## src/rtl/core/tpjg_pkg.sv

```systemverilog
// ----------------------------------------------------------------------------
// Pose jump gate package
// Shared constants and types for the head-tracker pose jump gate.
// ----------------------------------------------------------------------------
package tpjg_pkg;

  localparam int unsigned ANGLE_W     = 32;
  localparam int unsigned TIME_W      = 32;
  localparam int unsigned COUNT_W     = 32;
  localparam int unsigned PRESS_W     = 8;
  localparam int unsigned THRESH_W    = 31;
  localparam int unsigned GAP_W       = 16;
  localparam int unsigned CFG_DATA_W  = 31;
  localparam int unsigned CFG_INDEX_W = 1;

  typedef logic [CFG_INDEX_W-1:0] cfg_index_t;

  localparam cfg_index_t REG_JUMP_THRESHOLD = 1'b0;
  localparam cfg_index_t REG_REARM_GAP_MS   = 1'b1;

  localparam logic [THRESH_W-1:0] JUMP_THRESHOLD_RST = 31'd327680;
  localparam logic [GAP_W-1:0]    REARM_GAP_MS_RST   = 16'd2000;

  typedef logic signed [ANGLE_W-1:0] angle_t;

  typedef struct packed {
    angle_t yaw;
    angle_t pitch;
    angle_t roll;
  } pose_t;

  typedef enum logic [2:0] {
    VERDICT_SEEDED     = 3'd0,
    VERDICT_SMALL_STEP = 3'd1,
    VERDICT_LARGE_CONT = 3'd2,
    VERDICT_JUMP_HELD  = 3'd3,
    VERDICT_FROZEN     = 3'd4,
    VERDICT_DUPLICATE  = 3'd5,
    VERDICT_NO_POSE    = 3'd6
  } verdict_t;

endpackage

```

## src/rtl/core/tracker_pose_jump_gate.sv

```systemverilog
// ----------------------------------------------------------------------------
// Tracker pose jump gate
// Publish gate for parsed head-tracker packets with recenter press handling.
// ----------------------------------------------------------------------------
// An accepted transaction passes the input register and then the result
// register; the result register holds it while out_ready is low.
// Throughput: one transaction per cycle unless out_ready stalls the output;
// the decision and all gate state update together from the input register.
// Reset: synchronous, active low; clears all gate state, the held count and
// both configuration registers to their default values.
module tracker_pose_jump_gate (
  input  logic                                    clk,
  input  logic                                    rst_n,
  input  logic                                    cfg_we,
  input  tpjg_pkg::cfg_index_t                    cfg_index,
  input  logic [tpjg_pkg::CFG_DATA_W-1:0]         cfg_wdata,
  input  logic                                    in_valid,
  output logic                                    in_ready,
  input  logic signed [tpjg_pkg::ANGLE_W-1:0]     in_yaw_in,
  input  logic signed [tpjg_pkg::ANGLE_W-1:0]     in_pitch_in,
  input  logic signed [tpjg_pkg::ANGLE_W-1:0]     in_roll_in,
  input  logic                                    in_pose_valid,
  input  logic                                    in_has_trailer,
  input  logic [tpjg_pkg::PRESS_W-1:0]            in_press_count,
  input  logic [tpjg_pkg::TIME_W-1:0]             in_arrival_ms,
  output logic                                    out_valid,
  input  logic                                    out_ready,
  output logic                                    out_publish,
  output logic signed [tpjg_pkg::ANGLE_W-1:0]     out_yaw_out,
  output logic signed [tpjg_pkg::ANGLE_W-1:0]     out_pitch_out,
  output logic signed [tpjg_pkg::ANGLE_W-1:0]     out_roll_out,
  output logic [2:0]                              out_verdict,
  output logic [tpjg_pkg::COUNT_W-1:0]            out_held_total
);

  localparam int unsigned DIFF_W = tpjg_pkg::ANGLE_W + 1;

  logic [tpjg_pkg::THRESH_W-1:0] jump_threshold_r;
  logic [tpjg_pkg::GAP_W-1:0]    rearm_gap_ms_r;

  logic                           in_vld_r;
  tpjg_pkg::pose_t                in_pose_r;
  logic                           in_pose_valid_r;
  logic                           in_has_trailer_r;
  logic [tpjg_pkg::PRESS_W-1:0]   in_press_count_r;
  logic [tpjg_pkg::TIME_W-1:0]    in_arrival_ms_r;

  tpjg_pkg::pose_t                accepted_pose_r, accepted_pose_nxt;
  tpjg_pkg::pose_t                last_source_pose_r, last_source_pose_nxt;
  logic                           gate_seeded_r, gate_seeded_nxt;
  logic                           jump_pending_r, jump_pending_nxt;
  logic                           last_step_large_r, last_step_large_nxt;
  logic [tpjg_pkg::COUNT_W-1:0]   held_counter_r, held_counter_nxt;
  logic                           press_latched_r, press_latched_nxt;
  logic [tpjg_pkg::PRESS_W-1:0]   last_press_value_r, last_press_value_nxt;
  logic [tpjg_pkg::TIME_W-1:0]    last_publish_ms_r, last_publish_ms_nxt;
  logic                           ever_published_r, ever_published_nxt;

  logic                           out_vld_r;
  logic                           publish_r, publish_nxt;
  tpjg_pkg::pose_t                out_pose_r, out_pose_nxt;
  tpjg_pkg::verdict_t             verdict_r, verdict_nxt;

  logic                           advance;
  logic [tpjg_pkg::TIME_W-1:0]    gap;
  logic                           latched_eff;
  logic                           pressed;
  logic                           repeats;
  logic                           jump_large;
  logic [DIFF_W-1:0]              abs_yaw, abs_pitch, abs_roll;
  logic [DIFF_W-1:0]              thresh_ext;

  function automatic logic [DIFF_W-1:0] abs_diff(input tpjg_pkg::angle_t a,
                                                 input tpjg_pkg::angle_t b);
    logic signed [DIFF_W-1:0] d;
    d = {a[tpjg_pkg::ANGLE_W-1], a} - {b[tpjg_pkg::ANGLE_W-1], b};
    abs_diff = d[DIFF_W-1] ? -d : d;
  endfunction

  assign advance  = !out_vld_r || out_ready;
  assign in_ready = !in_vld_r || advance;

  assign gap         = in_arrival_ms_r - last_publish_ms_r;
  assign latched_eff = press_latched_r &&
                       !(ever_published_r && (gap >= {16'd0, rearm_gap_ms_r}));
  assign pressed     = in_has_trailer_r &&
                       (!latched_eff || (in_press_count_r != last_press_value_r));
  assign repeats     = (in_pose_r == last_source_pose_r);

  assign abs_yaw    = abs_diff(in_pose_r.yaw,   accepted_pose_r.yaw);
  assign abs_pitch  = abs_diff(in_pose_r.pitch, accepted_pose_r.pitch);
  assign abs_roll   = abs_diff(in_pose_r.roll,  accepted_pose_r.roll);
  assign thresh_ext = {2'b00, jump_threshold_r};
  assign jump_large = (abs_yaw > thresh_ext) || (abs_pitch > thresh_ext) ||
                      (abs_roll > thresh_ext);

  always_comb begin
    accepted_pose_nxt    = accepted_pose_r;
    last_source_pose_nxt = last_source_pose_r;
    gate_seeded_nxt      = gate_seeded_r;
    jump_pending_nxt     = jump_pending_r;
    last_step_large_nxt  = last_step_large_r;
    held_counter_nxt     = held_counter_r;
    last_publish_ms_nxt  = last_publish_ms_r;
    ever_published_nxt   = ever_published_r;
    press_latched_nxt    = in_has_trailer_r ? 1'b1 : latched_eff;
    last_press_value_nxt = in_has_trailer_r ? in_press_count_r : last_press_value_r;
    publish_nxt          = 1'b0;
    verdict_nxt          = tpjg_pkg::VERDICT_NO_POSE;

    if (in_pose_valid_r) begin
      if (!repeats) begin
        last_source_pose_nxt = in_pose_r;
      end
      if (pressed || !gate_seeded_r) begin
        gate_seeded_nxt     = 1'b1;
        jump_pending_nxt    = 1'b0;
        last_step_large_nxt = 1'b0;
        accepted_pose_nxt   = in_pose_r;
        publish_nxt         = 1'b1;
        verdict_nxt         = tpjg_pkg::VERDICT_SEEDED;
      end else if (repeats) begin
        if (jump_pending_r) begin
          last_step_large_nxt = 1'b0;
          if (held_counter_r != '1) begin
            held_counter_nxt = held_counter_r + 1'b1;
          end
          verdict_nxt = tpjg_pkg::VERDICT_FROZEN;
        end else begin
          publish_nxt = 1'b1;
          verdict_nxt = tpjg_pkg::VERDICT_DUPLICATE;
        end
      end else if (jump_large && !jump_pending_r && !last_step_large_r) begin
        jump_pending_nxt = 1'b1;
        if (held_counter_r != '1) begin
          held_counter_nxt = held_counter_r + 1'b1;
        end
        verdict_nxt = tpjg_pkg::VERDICT_JUMP_HELD;
      end else begin
        jump_pending_nxt    = 1'b0;
        last_step_large_nxt = jump_large;
        accepted_pose_nxt   = in_pose_r;
        publish_nxt         = 1'b1;
        if (jump_large) begin
          verdict_nxt = tpjg_pkg::VERDICT_LARGE_CONT;
        end else begin
          verdict_nxt = tpjg_pkg::VERDICT_SMALL_STEP;
        end
      end
      if (publish_nxt) begin
        last_publish_ms_nxt = in_arrival_ms_r;
        ever_published_nxt  = 1'b1;
      end
    end

    out_pose_nxt = publish_nxt ? in_pose_r : '0;
  end

  always_ff @(posedge clk) begin
    if (!rst_n) begin
      jump_threshold_r   <= tpjg_pkg::JUMP_THRESHOLD_RST;
      rearm_gap_ms_r     <= tpjg_pkg::REARM_GAP_MS_RST;
      in_vld_r           <= 1'b0;
      out_vld_r          <= 1'b0;
      accepted_pose_r    <= '0;
      last_source_pose_r <= '0;
      gate_seeded_r      <= 1'b0;
      jump_pending_r     <= 1'b0;
      last_step_large_r  <= 1'b0;
      held_counter_r     <= '0;
      press_latched_r    <= 1'b0;
      last_press_value_r <= '0;
      last_publish_ms_r  <= '0;
      ever_published_r   <= 1'b0;
    end else begin
      if (cfg_we) begin
        case (cfg_index)
          tpjg_pkg::REG_JUMP_THRESHOLD: jump_threshold_r <= cfg_wdata;
          tpjg_pkg::REG_REARM_GAP_MS:   rearm_gap_ms_r   <= cfg_wdata[tpjg_pkg::GAP_W-1:0];
          default: ;
        endcase
      end

      if (in_ready) begin
        in_vld_r <= in_valid;
      end

      if (advance) begin
        out_vld_r <= in_vld_r;
      end

      if (advance && in_vld_r) begin
        accepted_pose_r    <= accepted_pose_nxt;
        last_source_pose_r <= last_source_pose_nxt;
        gate_seeded_r      <= gate_seeded_nxt;
        jump_pending_r     <= jump_pending_nxt;
        last_step_large_r  <= last_step_large_nxt;
        held_counter_r     <= held_counter_nxt;
        press_latched_r    <= press_latched_nxt;
        last_press_value_r <= last_press_value_nxt;
        last_publish_ms_r  <= last_publish_ms_nxt;
        ever_published_r   <= ever_published_nxt;
      end
    end
  end

  always_ff @(posedge clk) begin
    if (in_ready && in_valid) begin
      in_pose_r.yaw    <= in_yaw_in;
      in_pose_r.pitch  <= in_pitch_in;
      in_pose_r.roll   <= in_roll_in;
      in_pose_valid_r  <= in_pose_valid;
      in_has_trailer_r <= in_has_trailer;
      in_press_count_r <= in_press_count;
      in_arrival_ms_r  <= in_arrival_ms;
    end
    if (advance && in_vld_r) begin
      publish_r  <= publish_nxt;
      out_pose_r <= out_pose_nxt;
      verdict_r  <= verdict_nxt;
    end
  end

  assign out_valid      = out_vld_r;
  assign out_publish    = publish_r;
  assign out_yaw_out    = out_pose_r.yaw;
  assign out_pitch_out  = out_pose_r.pitch;
  assign out_roll_out   = out_pose_r.roll;
  assign out_verdict    = verdict_r;
  assign out_held_total = held_counter_r;

endmodule
```

## config.mk

```make
export PLATFORM = sky130hd
export DESIGN_NAME = tracker_pose_jump_gate
export DESIGN_NICKNAME = d
export VERILOG_FILES = /design/src/rtl/core/tpjg_pkg.sv /design/src/rtl/core/tracker_pose_jump_gate.sv
export SDC_FILE = /design/constraint.sdc
export NUM_CORES = 1
export LEC_CHECK = 0
export ABC_AREA = 1
export BUFFER_PORTS_ARGS = -buffer_cell sky130_fd_sc_hd__buf_2
export CORE_AREA = 2 2 222 334
export CTS_CLUSTER_SIZE = 12
export DETAILED_ROUTE_END_ITERATION = 16
export DIE_AREA = 0 0 224 336
export PLACE_DENSITY = 0.68
export REMOVE_ABC_BUFFERS = 1
export SYNTH_ARGS = -nofsm -noshare
export SYNTH_HDL_FRONTEND = slang
export SYNTH_SLANG_ARGS = --single-unit
```

## constraint.sdc

```tcl
create_clock -name clk -period 10.68 [get_ports clk]
set_input_delay 0.534 -clock clk [delete_from_list [all_inputs] [get_ports clk]]
set_output_delay 0.534 -clock clk [all_outputs]
set_load 0.02 [all_outputs]
```

==> metrics <==
Num CTS Buffers 56; max-cap check violation count 0; Slew headroom 14.1%; Yosys top cell by area edfxtp_1; gpl congestion 1.01; clk sink count 556; Top cell by count, worst path nand2_1; Worst EP required 11.05 ns; Initial Utilization 49.7%; Crit Path Max Fanout 70; Hold Startpoint in_arrival_ms[16]; vias in the first global route 31100; fin. max-slew vios 0; crit path launch in_pose_r[55]; asr flop ratio synth 0%; Synth area leaders edfxtp_1, dfxtp_1, nand2_1, ha_1, inv_1; crit path capture out_pitch_out[6]; largest net degree at the start of global routing 118; Placeable Area 72200 um^2; remaining antenna violation count 0; EDFF count, synth 238; Routed WL 103000 um; Tightest Pin Transition 1.28 ns; remaining routing DRC violations 0; Crit Path Class reg2reg; pwr/cell area 151 nW/um^2; post-DP HPWL 79400 um; H-tree levels 2; Final nets 5654; die height 336 um; area delta synth->final 11.1%; worst r2r dst out_pitch_out[6]; arrival time at the worst endpoint 8.14 ns; Root Driver clkbuf_16; Seq. cell area 13500 um^2; Syn Inst Count 4981; Post-Syn Area 35900 um^2; most frequent cell after synthesis nand2_1; Max Root-Sink Buffers 3; antenna violations before repair 9; worst r2r src in_pose_r[55]; Seq/Total Area, Yosys 37.7%; All-Layer GR Usage 26.9%; CTS resizes 0; slowest cell on the critical path nand2_4; R2R setup slack 2.91 ns; Final Cell Area 39800 um^2; die width 224 um; Pleak 18.8 nW; Post-CTS Hold Fix Bufs 0; clk_lat worst skew 0.65 ns; reg2reg path depth 35; global-route wire length before repair 162000 um; class of the worst hold path in2reg; area of placed instances 38100 um^2; Critical Path Max Stage Delay 0.79 ns; startpoint types flip-flop; fillers 7236; crit path time final 7.77 ns; Rows 121; Worst-path clk slew 0.06 ns; Vias 32400; share of layout cells above drive strength 1 8.88%; total gr overflow 0; CP Capture Type flip-flop; Mapped Avg Cell Area 7.20 um^2; final setup TNS 0 ns; worst IR drop on VDD 0.122 mV; Non-Filler Instances 6205; Fmax achieved 129 MHz; synth unique cells 56; die area 75300 um^2; Tcrit/Tclk final 72.7%; ys flop type dfxtp_1; yosys warns 0; area of the multi-input gates 18800 um^2; synthesis-stage register bit count 556; port bufs 308; status finished clean; Fin. Hold Viols 0; WL/cell 16.6 um; Placed Cells 6099; area share of the largest cell type after synthesis 19.9%; I/O Pins 309; worst hold slack 0.0608 ns; TritonCTS clock tree built; RSZ-0062 raised after global routing false; DR pass1 iterations 6; clk_skew 0.0274 ns; first-iteration detailed-routing DRC count 1839; Setup violations, final 0; Vias/cell 5.22; Post CTS Setup Buffer Count 0; synth cell count leaders nand2_1, inv_1, nor2_1
-- routing by layer --
| layer | part of all wire [%] | track usage (%) |
|---|---|---|
| met1 | 41 | 31.2 |
| met2 | 50 | 49.1 |
| met3 | 4.0 | 3.29 |
| met4 | 4.8 | 12.3 |
| met5 | 0.040 | 0 |
-- where the power goes --
part / internal, W / switching (W) / leakage (nW)
Clock: 0.00107 / 0.000844 / 0.840
Sequential: 0.00234 / 0.0000731 / 4.90
Combinational: 0.000585 / 0.00110 / 13.1
Total: 0.00399 / 0.00201 / 18.8
-- cell families after synthesis --
| logic type | after synthesis | synth area share (%) |
|---|---|---|
| AO/OA/AOI/OAI | 752 | 10.9 |
| XOR/XNOR | 259 | 6.35 |
| adder cells (fa/ha/maj) | 244 | 8.60 |
| buffers and inverters | 911 | 9.97 |
| flip-flops | 556 | 37.7 |
| AND/OR/NAND/NOR | 2259 | 26.5 |
-- per-stage QoR --
| stage | power, W | util (%) | setup slack, ns |
|---|---|---|---|
| after CTS | 0.00605 | 55.1 | 2.91 |
| after global routing | 0.00638 | 55.1 | 2.06 |
| after global placement | 0.00410 | 52.7 | 3.05 |
| after floorplan | 0.00365 | - | 4.04 |
| final | 0.00600 | 55.2 | 2.91 |
| after detailed placement | 0.00412 | 52.7 | 2.92 |
-- critical path, delay by kind of cell, from the launching register on --
family	cells	cell delay, ns
AO/OA/AOI/OAI	4	0.95
XOR/XNOR	1	0.16
adder cells (fa/ha/maj)	2	0.73
buffers and inverters	4	1.15
flip-flops	1	0.47
AND/OR/NAND/NOR	24	4.00
-- state kept, by name, summed over array words and instances (netlist names), 16 cells and up --
name / cells
jump_threshold_r: 31
rearm_gap_ms_r: 16
out_yaw_out: 32
accepted_pose_r: 96
last_publish_ms_r: 32
out_held_total: 32
in_pose_r: 96
out_pitch_out: 32
in_arrival_ms_r: 32
out_roll_out: 32
last_source_pose_r: 96
-- worst min path at each step --
| stage | endpoint | slack (ns) | cells after the start |
|---|---|---|---|
| final | in_arrival_ms_r[16] | 0.06 | 1 |
| after floorplan | rearm_gap_ms_r[11] | 0.43 | 2 |
| after detailed placement | rearm_gap_ms_r[2] | 0.46 | 2 |
| after global placement | ever_published_r | 0.45 | 2 |
| after global routing | in_has_trailer_r | 0.03 | 1 |
| after CTS | in_arrival_ms_r[16] | 0.02 | 1 |
-- cell type report --
cell class / instances / area share [%]
diodes: 4 / 0.0251
clock buffers: 93 / 4.10
clock inverters: 9 / 0.270
inverters: 783 / 7.40
multi-input cells: 3514 / 47.2
flip-flops and latches: 556 / 33.9
well taps: 922 / 2.90
repair buffers: 324 / 4.19
-- placed cells by master, fill, tap and decap left out, types with 13 or more instances in the layout --
cell       instances
buf_4             16
nor2_1           667
nor3_1            67
clkbuf_1          30
o21bai_1          13
xor2_1           204
clkbuf_16         58
buf_2            307
ha_1             240
nor4_1            36
nand2_1         1079
a21oi_1          376
xnor2_1           54
inv_1            747
dfxtp_1          318
nand4_1          127
nand3_1          217
edfxtp_1         238
o21ai_1           35
nand3b_1          19
o21ai_0          278
inv_2             32
Power figures use the tool's default switching activity.
